**config.mk**
```make
export PLATFORM = sky130hd
export DESIGN_NAME = flow_sensor_frame_parser_top
export DESIGN_NICKNAME = d
export VERILOG_FILES = /design/src/rtl/core/fsfp_pkg.sv /design/src/rtl/core/fsfp_front.sv /design/src/rtl/core/fsfp_queue.sv /design/src/rtl/core/fsfp_back.sv /design/src/rtl/core/flow_sensor_frame_parser_top.sv
export SDC_FILE = /design/constraint.sdc
export NUM_CORES = 1
export LEC_CHECK = 0
export BUFFER_PORTS_ARGS = -buffer_cell sky130_fd_sc_hd__buf_2
export CORE_ASPECT_RATIO = 0.9
export CORE_UTILIZATION = 42
export DETAILED_ROUTE_END_ITERATION = 8
export PLACE_DENSITY = 0.66
export SETUP_SLACK_MARGIN = 0.4
export SYNTH_ARGS = -nofsm -noshare
export SYNTH_HDL_FRONTEND = slang
export SYNTH_SLANG_ARGS = --single-unit
```
**constraint.sdc**
```tcl
create_clock -name i_clk -period 6.7 [get_ports i_clk]
set_input_delay 0.67 -clock i_clk [delete_from_list [all_inputs] [get_ports i_clk]]
set_output_delay 0.67 -clock i_clk [all_outputs]
set_load 0.02 [all_outputs]
```
**src/rtl/core/fsfp_pkg.sv**
```systemverilog
// ----------------------------------------------------------------------------
// fsfp_pkg
// Shared types and constants for the flow sensor frame parser.
// ----------------------------------------------------------------------------
package fsfp_pkg;

    // Frame length must be strictly below this value.
    localparam int MAX_LEN = 50;

    // Configuration reset values.
    localparam logic [7:0] HEADER_RST     = 8'hAA;
    localparam logic [7:0] FUNC_LIMIT_RST = 8'hF2;
    localparam logic [7:0] ACC_FUNC_RST   = 8'hF1;

    // Configuration register indexes.
    typedef enum logic [1:0] {
        CFG_HEADER    = 2'd0,
        CFG_FUNC_LIM  = 2'd1,
        CFG_ACC_FUNC  = 2'd2
    } t_cfg_idx;

    // Parser phases.
    typedef enum logic [2:0] {
        PH_HDR1 = 3'd0,
        PH_HDR2 = 3'd1,
        PH_FUNC = 3'd2,
        PH_LEN  = 3'd3,
        PH_PAY  = 3'd4,
        PH_SUM  = 3'd5
    } t_phase;

    // Operation passed from the parser front to the store back.
    typedef struct packed {
        logic       is_check;  // checksum byte: closes the frame
        logic       hit;       // checksum and function matched
        logic       wr_en;     // byte lands in the payload store
        logic [2:0] idx;       // store position
        logic [7:0] data;
    } t_op;

    // Queue depth between front and back.
    localparam int QDEPTH = 2;
    localparam int QPTR_W = $clog2(QDEPTH);
    localparam int QCNT_W = $clog2(QDEPTH + 1);

endpackage

```
**src/rtl/core/fsfp_front.sv**
```systemverilog
// ----------------------------------------------------------------------------
// fsfp_front
// Byte classifier: header hunt, function/length checks, running sum.
// ----------------------------------------------------------------------------
module fsfp_front (
    input  logic             i_clk,
    input  logic             i_rst_n,
    input  logic             i_cfg_we,
    input  logic [1:0]       i_cfg_idx,
    input  logic [7:0]       i_cfg_data,
    input  logic             i_accept,
    input  logic [7:0]       i_rx_byte,
    output logic             o_push,
    output fsfp_pkg::t_op    o_op
);

    logic [7:0]       r_header;
    logic [7:0]       r_func_lim;
    logic [7:0]       r_acc_func;

    fsfp_pkg::t_phase r_phase, n_phase;
    logic [5:0]       r_rem, n_rem;
    logic [5:0]       r_idx, n_idx;
    logic [7:0]       r_sum, n_sum;
    logic [7:0]       r_func, n_func;

    logic             w_idx_lo;

    assign w_idx_lo = (r_idx[5:3] == 3'd0);

    // Configuration registers.
    always_ff @(posedge i_clk) begin
        if (!i_rst_n) begin
            r_header   <= fsfp_pkg::HEADER_RST;
            r_func_lim <= fsfp_pkg::FUNC_LIMIT_RST;
            r_acc_func <= fsfp_pkg::ACC_FUNC_RST;
        end else if (i_cfg_we) begin
            case (fsfp_pkg::t_cfg_idx'(i_cfg_idx))
                fsfp_pkg::CFG_HEADER:   r_header   <= i_cfg_data;
                fsfp_pkg::CFG_FUNC_LIM: r_func_lim <= i_cfg_data;
                fsfp_pkg::CFG_ACC_FUNC: r_acc_func <= i_cfg_data;
                default: ;
            endcase
        end
    end

    // Next phase.
    always_comb begin
        n_phase = fsfp_pkg::PH_HDR1;
        case (r_phase)
            fsfp_pkg::PH_HDR1:
                n_phase = (i_rx_byte == r_header) ? fsfp_pkg::PH_HDR2 : fsfp_pkg::PH_HDR1;
            fsfp_pkg::PH_HDR2:
                n_phase = (i_rx_byte == r_header) ? fsfp_pkg::PH_FUNC : fsfp_pkg::PH_HDR1;
            fsfp_pkg::PH_FUNC:
                n_phase = (i_rx_byte < r_func_lim) ? fsfp_pkg::PH_LEN : fsfp_pkg::PH_HDR1;
            fsfp_pkg::PH_LEN:
                n_phase = (i_rx_byte < 8'(fsfp_pkg::MAX_LEN)) ? fsfp_pkg::PH_PAY
                                                              : fsfp_pkg::PH_HDR1;
            fsfp_pkg::PH_PAY: begin
                if (r_rem == 6'd0)
                    n_phase = fsfp_pkg::PH_HDR1;
                else if (r_rem == 6'd1)
                    n_phase = fsfp_pkg::PH_SUM;
                else
                    n_phase = fsfp_pkg::PH_PAY;
            end
            default: n_phase = fsfp_pkg::PH_HDR1;
        endcase
    end

    // Datapath and queue push.
    always_comb begin
        n_rem       = r_rem;
        n_idx       = r_idx;
        n_sum       = r_sum;
        n_func      = r_func;
        o_push      = 1'b0;
        o_op        = '0;
        o_op.idx    = r_idx[2:0];
        o_op.data   = i_rx_byte;
        case (r_phase)
            fsfp_pkg::PH_HDR1: begin
                if (i_rx_byte == r_header)
                    n_sum = i_rx_byte;
            end
            fsfp_pkg::PH_HDR2: begin
                if (i_rx_byte == r_header)
                    n_sum = r_sum + i_rx_byte;
            end
            fsfp_pkg::PH_FUNC: begin
                if (i_rx_byte < r_func_lim) begin
                    n_func = i_rx_byte;
                    n_sum  = r_sum + i_rx_byte;
                end
            end
            fsfp_pkg::PH_LEN: begin
                if (i_rx_byte < 8'(fsfp_pkg::MAX_LEN)) begin
                    n_rem = i_rx_byte[5:0];
                    n_idx = 6'd0;
                    n_sum = r_sum + i_rx_byte;
                end
            end
            fsfp_pkg::PH_PAY: begin
                if (r_rem != 6'd0) begin
                    n_rem       = r_rem - 6'd1;
                    n_idx       = r_idx + 6'd1;
                    n_sum       = r_sum + i_rx_byte;
                    o_op.wr_en  = w_idx_lo;
                    o_push      = i_accept && w_idx_lo;
                end
            end
            fsfp_pkg::PH_SUM: begin
                o_op.is_check = 1'b1;
                o_op.wr_en    = w_idx_lo;
                o_op.hit      = (i_rx_byte == r_sum) && (r_func == r_acc_func);
                o_push        = i_accept;
            end
            default: ;
        endcase
    end

    always_ff @(posedge i_clk) begin
        if (!i_rst_n) begin
            r_phase <= fsfp_pkg::PH_HDR1;
            r_rem   <= '0;
            r_idx   <= '0;
            r_sum   <= '0;
            r_func  <= '0;
        end else if (i_accept) begin
            r_phase <= n_phase;
            r_rem   <= n_rem;
            r_idx   <= n_idx;
            r_sum   <= n_sum;
            r_func  <= n_func;
        end
    end

endmodule

```
**src/rtl/core/fsfp_queue.sv**
```systemverilog
// ----------------------------------------------------------------------------
// fsfp_queue
// Short FIFO of store/check operations between front and back.
// ----------------------------------------------------------------------------
module fsfp_queue (
    input  logic                          i_clk,
    input  logic                          i_rst_n,
    input  logic                          i_push,
    input  fsfp_pkg::t_op                 i_op,
    output logic                          o_full,
    input  logic                          i_pop,
    output logic                          o_avail,
    output fsfp_pkg::t_op                 o_op
);

    fsfp_pkg::t_op                 r_mem [fsfp_pkg::QDEPTH];
    logic [fsfp_pkg::QPTR_W-1:0]   r_wptr;
    logic [fsfp_pkg::QPTR_W-1:0]   r_rptr;
    logic [fsfp_pkg::QCNT_W-1:0]   r_cnt;
    logic                          w_push;
    logic                          w_pop;

    assign o_full  = (r_cnt == fsfp_pkg::QCNT_W'(fsfp_pkg::QDEPTH));
    assign o_avail = (r_cnt != '0);
    assign o_op    = r_mem[r_rptr];
    assign w_push  = i_push && !o_full;
    assign w_pop   = i_pop && o_avail;

    always_ff @(posedge i_clk) begin
        if (w_push)
            r_mem[r_wptr] <= i_op;
    end

    always_ff @(posedge i_clk) begin
        if (!i_rst_n) begin
            r_wptr <= '0;
            r_rptr <= '0;
            r_cnt  <= '0;
        end else begin
            if (w_push)
                r_wptr <= (r_wptr == fsfp_pkg::QPTR_W'(fsfp_pkg::QDEPTH - 1)) ? '0
                                                                            : r_wptr + 1'b1;
            if (w_pop)
                r_rptr <= (r_rptr == fsfp_pkg::QPTR_W'(fsfp_pkg::QDEPTH - 1)) ? '0
                                                                            : r_rptr + 1'b1;
            case ({w_push, w_pop})
                2'b10:   r_cnt <= r_cnt + 1'b1;
                2'b01:   r_cnt <= r_cnt - 1'b1;
                default: r_cnt <= r_cnt;
            endcase
        end
    end

endmodule

```
**src/rtl/core/fsfp_back.sv**
```systemverilog
// ----------------------------------------------------------------------------
// fsfp_back
// Payload store, frame counter and registered result stage.
// ----------------------------------------------------------------------------
module fsfp_back (
    input  logic                i_clk,
    input  logic                i_rst_n,
    input  logic                i_avail,
    input  fsfp_pkg::t_op       i_op,
    output logic                o_pop,
    output logic                o_valid,
    input  logic                i_ready,
    output logic signed [15:0]  o_x_offset,
    output logic signed [15:0]  o_y_offset,
    output logic signed [15:0]  o_quality,
    output logic signed [15:0]  o_height,
    output logic [7:0]          o_frame_count
);

    logic [7:0]  r_store [8];
    logic [7:0]  n_store [8];
    logic [7:0]  r_count;
    logic        r_valid;
    logic [15:0] r_x, r_y, r_q, r_h;
    logic        w_emit;

    // Result stage free or draining this cycle.
    assign o_pop  = i_avail && (!r_valid || i_ready);
    assign w_emit = o_pop && i_op.is_check && i_op.hit;

    // Store contents after this operation's write.
    always_comb begin
        for (int k = 0; k < 8; k++)
            n_store[k] = r_store[k];
        if (i_op.wr_en)
            n_store[i_op.idx] = i_op.data;
    end

    always_ff @(posedge i_clk) begin
        if (!i_rst_n) begin
            for (int k = 0; k < 8; k++)
                r_store[k] <= '0;
            r_count <= '0;
            r_valid <= 1'b0;
        end else begin
            if (o_pop) begin
                for (int k = 0; k < 8; k++)
                    r_store[k] <= n_store[k];
            end
            if (w_emit) begin
                r_count <= r_count + 8'd1;
                r_valid <= 1'b1;
            end else if (i_ready) begin
                r_valid <= 1'b0;
            end
        end
    end

    always_ff @(posedge i_clk) begin
        if (w_emit) begin
            r_x <= {n_store[0], n_store[1]};
            r_y <= {n_store[2], n_store[3]};
            r_q <= {n_store[4], n_store[5]};
            r_h <= {n_store[6], n_store[7]};
        end
    end

    assign o_valid       = r_valid;
    assign o_x_offset    = r_x;
    assign o_y_offset    = r_y;
    assign o_quality     = r_q;
    assign o_height      = r_h;
    assign o_frame_count = r_count;

endmodule

```
**src/rtl/core/flow_sensor_frame_parser_top.sv**
```systemverilog
// ----------------------------------------------------------------------------
// flow_sensor_frame_parser_top
// Frame parser for a flow/height sensor serial link.
// ----------------------------------------------------------------------------
// Input channel: one received byte per transaction (i_valid / o_ready,
// i_rx_byte). Frames are header, header, function, length, payload,
// checksum (mod-256 sum of all earlier frame bytes). A bad byte drops back
// to the header hunt.
// Output channel: one transaction per good frame whose function matches
// (o_valid / i_ready): four big-endian signed words from store bytes 0..7
// and the wrapping frame count.
// Config: i_cfg_we/i_cfg_idx/i_cfg_data, write only, while idle.
// Throughput: one byte per cycle while o_ready is high. The front classifier
// pushes store/check ops into a 2-entry queue; the back applies them to the
// payload store. Result path: the checksum byte's op enters the queue, then
// the back pops it into the registered result stage, which raises o_valid.
// Stall: the back holds its result until taken and stops draining the queue
// meanwhile; once two ops are queued o_ready drops for every byte, including
// bytes that would not push an op.
// Reset (sync, active low): parser to header hunt, store and count zeroed,
// config to its defaults, queue and result stage emptied.
// ----------------------------------------------------------------------------
module flow_sensor_frame_parser_top (
    input  logic                i_clk,
    input  logic                i_rst_n,
    // configuration
    input  logic                i_cfg_we,
    input  logic [1:0]          i_cfg_idx,
    input  logic [7:0]          i_cfg_data,
    // byte input
    input  logic                i_valid,
    output logic                o_ready,
    input  logic [7:0]          i_rx_byte,
    // frame result
    output logic                o_valid,
    input  logic                i_ready,
    output logic signed [15:0]  o_x_offset,
    output logic signed [15:0]  o_y_offset,
    output logic signed [15:0]  o_quality,
    output logic signed [15:0]  o_height,
    output logic [7:0]          o_frame_count
);

    logic          w_accept;
    logic          w_push;
    fsfp_pkg::t_op w_push_op;
    logic          w_full;
    logic          w_pop;
    logic          w_avail;
    fsfp_pkg::t_op w_head_op;

    // Hold off input while the queue has no room for a possible push.
    assign o_ready  = !w_full;
    assign w_accept = i_valid && o_ready;

    fsfp_front u_front (
        .i_clk      (i_clk),
        .i_rst_n    (i_rst_n),
        .i_cfg_we   (i_cfg_we),
        .i_cfg_idx  (i_cfg_idx),
        .i_cfg_data (i_cfg_data),
        .i_accept   (w_accept),
        .i_rx_byte  (i_rx_byte),
        .o_push     (w_push),
        .o_op       (w_push_op)
    );

    fsfp_queue u_queue (
        .i_clk   (i_clk),
        .i_rst_n (i_rst_n),
        .i_push  (w_push),
        .i_op    (w_push_op),
        .o_full  (w_full),
        .i_pop   (w_pop),
        .o_avail (w_avail),
        .o_op    (w_head_op)
    );

    fsfp_back u_back (
        .i_clk         (i_clk),
        .i_rst_n       (i_rst_n),
        .i_avail       (w_avail),
        .i_op          (w_head_op),
        .o_pop         (w_pop),
        .o_valid       (o_valid),
        .i_ready       (i_ready),
        .o_x_offset    (o_x_offset),
        .o_y_offset    (o_y_offset),
        .o_quality     (o_quality),
        .o_height      (o_height),
        .o_frame_count (o_frame_count)
    );

endmodule

```
==> impl_results.md <==
* Status: completed
* Die width at 162 um
* FF+latch count, synth at 225
* Vias/cell at 5.17
* CTS Buffer Depth at 3
* Routed via count at 6,545
* Placer Congestion at 0.849
* Leak pwr at 0.00412 uW
* Sw Ratio at 23.5%
* Design internal power at 2570 uW
* Number of buffers created by CTS at 25
* Root buf cell: clkbuf_16
* Yosys warning total at 0
* ANT nets after route at 0
* Average cell area after synthesis at 11.4 sq um
* Worst EP arrival at 3.26 ns
* Routed wire length on met3 at 881 um
* CTS clk-pin slew, worst paths at 0.06 ns
* Fin crit share at 46.9%
* RSZ-0062 raised after global routing: false
* Vias in the first global route at 6,266
* Worst R2R Path Depth at 5
* Met2 routed WL at 9280 um
* Worst path max stage delay at 0.91 ns
* Die area at 0.0238 sq mm
* Worst Skew at 0.0113 ns
* Number of iterations in the first detailed-routing pass at 5
* Reg2reg setup slack at 3.56 ns
* Max-cap viol count at 0
* Slowest cell on the critical path: nor2_1
* Placed Area at 0.0105 sq mm
* Final core occ at 50.0%
* HP Start: i_cfg_data[6]
* CP cell instances: or3b_1, a21o_1, nor4_1, o21ai_0, nor2_1
* Initial antenna violation count at 0
* Area occupied by multi-input gates at 0.00345 sq mm
* Worst Setup EP: u_queue.r_mem[1][10]
* Slew Limit Fails at 0
* Combinational power share at 10.8%
* GRT Overall Usage at 17.3%
* Tmin final at 3.14 ns
* Initial Util at 43.1%
* Reg-to-Reg End: u_queue.r_mem[1][10]
* CP Launch Point: u_front.r_phase[2]
* Finished layout cell area at 0.0113 sq mm
* Slew headroom at 22.4%
* DR WL/cell at 15.9 um
* Async set-reset flop share out of synthesis at 0%
* I/O pins at 97
* Share of layout cells above drive strength 1 at 15.4%
* Post-Route M1 WL at 9530 um
* Final setup violating endpoints at 0
* Post-CTS Setup Bufs at 0
* Peak VDD IR at 0.213 mV
* I/O Buffers at 96
* RR Startpoint: u_front.r_phase[2]
* Resize count post-CTS at 0
* Synth area leaders: edfxtp_1 (48%), dfxtp_1 (14%), nand2_1 (4.1%), nor2b_1 (3.3%), nor2_1 (3.2%)
* Seq pwr share at 51.2%
* Chip height at 146 um
* Most used flip-flop cell after synthesis: edfxtp_1
* P per Cell Area at 298 mW/mm^2
* CP endpoint kind: flop
* Setup CP Type: flop to flop
* ANT cells at 0
* Final HPWL DP at 13,000 um
* Hold_buf cts at 0
* Crit path max fanout at 17
* Psw at 789 uW
* CTS Sinks at 225
* Worst hold path type: input port to flop
* Largest net degree at the start of global routing at 65
* Worst hold slack at 0.407 ns
* Yosys top cell by area: edfxtp_1
* Core area at 0.0226 sq mm
* Mapped Area at 0.00972 sq mm
* H-tree levels at 1
* Fmax at 319 MHz
* Top Layer Used: met4
* Synth top area share at 48.2%
* Drt total wl at 20,100 um
* Required @ worst endpoint at 6.82 ns
* Area Overhead vs Synth at 16.0%
* Mapped Cells at 856
* Row count at 52
* Clock Latency Late Sink at 0.51 ns
* Post-synth EDFFs at 156
* Drt initial violations at 468
* Post-synthesis sequential area ratio at 62.4%
* Final Hold Fails at 0
* Setup_tns at 0 ns
* Fill cells at 2,026
* Least-Margin Pin Slew at 1.13 ns
* Register Area at 0.00607 sq mm
* Clk network pwr share at 38.0%
* Gr ovfl total at 0
* Setup crit start kind: flop
* First-pass GRT wire length at 32,600 um
* Nets at 994
* Syn nets at 899
* # DRC at 0
* CTS tree: yes
* Synth unique cells at 58
-- registers in the layout, summed over array words and instances (netlist names), named ones only --
register	cells
u_back.o_frame_count	8
u_back.o_height	16
u_back.o_quality	16
u_back.o_valid	1
u_back.o_x_offset	16
u_back.o_y_offset	16
u_back.r_store	64
u_front.r_acc_func	8
u_front.r_func	8
u_front.r_func_lim	8
u_front.r_header	8
u_front.r_idx	6
u_front.r_phase	3
u_front.r_rem	6
u_front.r_sum	8
u_queue.r_cnt	2
u_queue.r_mem	28
u_queue.r_rptr	1
u_queue.r_wptr	1
-- power groups by stage --
| stage | clock [uW] | combinational, uW | sequential, uW |
|---|---|---|---|
| global route | 1360 | 412 | 1730 |
| finish | 1280 | 362 | 1720 |
| global placement | 0 | 354 | 1740 |
| CTS | 1310 | 364 | 1720 |
| floorplan | 0 | 270 | 1740 |
| detailed placement | 0 | 359 | 1750 |
-- layout make-up --
class / count / area share [%]
clock buffer: 30 / 5.71
clock inverter: 15 / 1.09
inverter: 21 / 0.699
multi-input combinational: 573 / 30.6
sequential: 225 / 53.8
tap: 297 / 3.29
timing repair buffer: 105 / 4.86
-- stage by stage --
step	worst slack, ns	power, uW	instances
6_report	3.56	3360	1266
5_1_grt	3.26	3510	1266
4_1_cts	3.54	3390	1266
3_5_place_dp	3.55	2110	1221
3_3_place_gp	3.59	2100	1221
2_1_floorplan	0.865	2010	856
-- layer usage --
layer	track usage, %	up-vias
met5	0	-
met4	5.14	0
met3	2.44	28
met2	27.3	149
met1	24.5	3106
li1	-	3262
-- cells in the mapped netlist (all sizes together) (6+ instances only) --
cell type  count
nor3          10
nor2          84
edfxtp       156
inv           21
nand4         10
a21oi         62
xor2          16
buf           10
nor4           6
nand2        105
clkbuf        27
ha            19
o211ai         7
and2          20
a211oi         9
nand3         14
nor2b         51
dfxtp         69
mux2i         25
o21ai         52
xnor2         18
-- critical path, delay by kind of cell, from the launching register on --
family | cells | cell delay [ns]
simple gates | 3 | 1.68
flops | 1 | 0.54
compound gates | 2 | 0.53
-- layout by cell type, fill, tap and decap left out, types with 5 or more instances in the layout --
cell type / count
clkbuf_16: 25
buf_4: 9
and2_1: 20
xnor2_1: 18
dfxtp_1: 69
nor3_1: 9
buf_2: 96
nand2_1: 105
xor2_1: 16
clkinv_1: 6
a211oi_1: 8
a21o_1: 5
mux2i_1: 25
edfxtp_1: 156
nor4_1: 5
clkinv_2: 5
a21oi_1: 61
nand3b_1: 5
ha_1: 19
nand3_1: 14
clkbuf_1: 5
nor2b_1: 51
o211ai_1: 7
o21ai_0: 51
inv_1: 21
nor2_1: 84
nand4_1: 10
-- worst min path at each step --
stage / end / slack (ns) / depth (start not counted)
6_report: u_front.r_acc_func[6] / 0.41 / 3
5_1_grt: u_front.r_header[7] / 0.42 / 3
3_5_place_dp: u_front.r_func_lim[2] / 0.45 / 2
3_3_place_gp: u_front.r_func_lim[3] / 0.45 / 2
4_1_cts: u_front.r_acc_func[6] / 0.39 / 3
2_1_floorplan: u_front.r_func_lim[2] / 0.44 / 2
-- logic make-up after synthesis --
logic type,Yosys count,share of synthesized area (%)
AND/OR/NAND/NOR,328,16.5
buffers and inverters,58,2.34
multiplexers,25,2.57
XOR/XNOR,34,3.06
flip-flops,225,62.4
AO/OA/AOI/OAI,166,10.5
adder cells (fa/ha/maj),20,2.65
No activity file was read; power rests on OpenSTA's default activity.
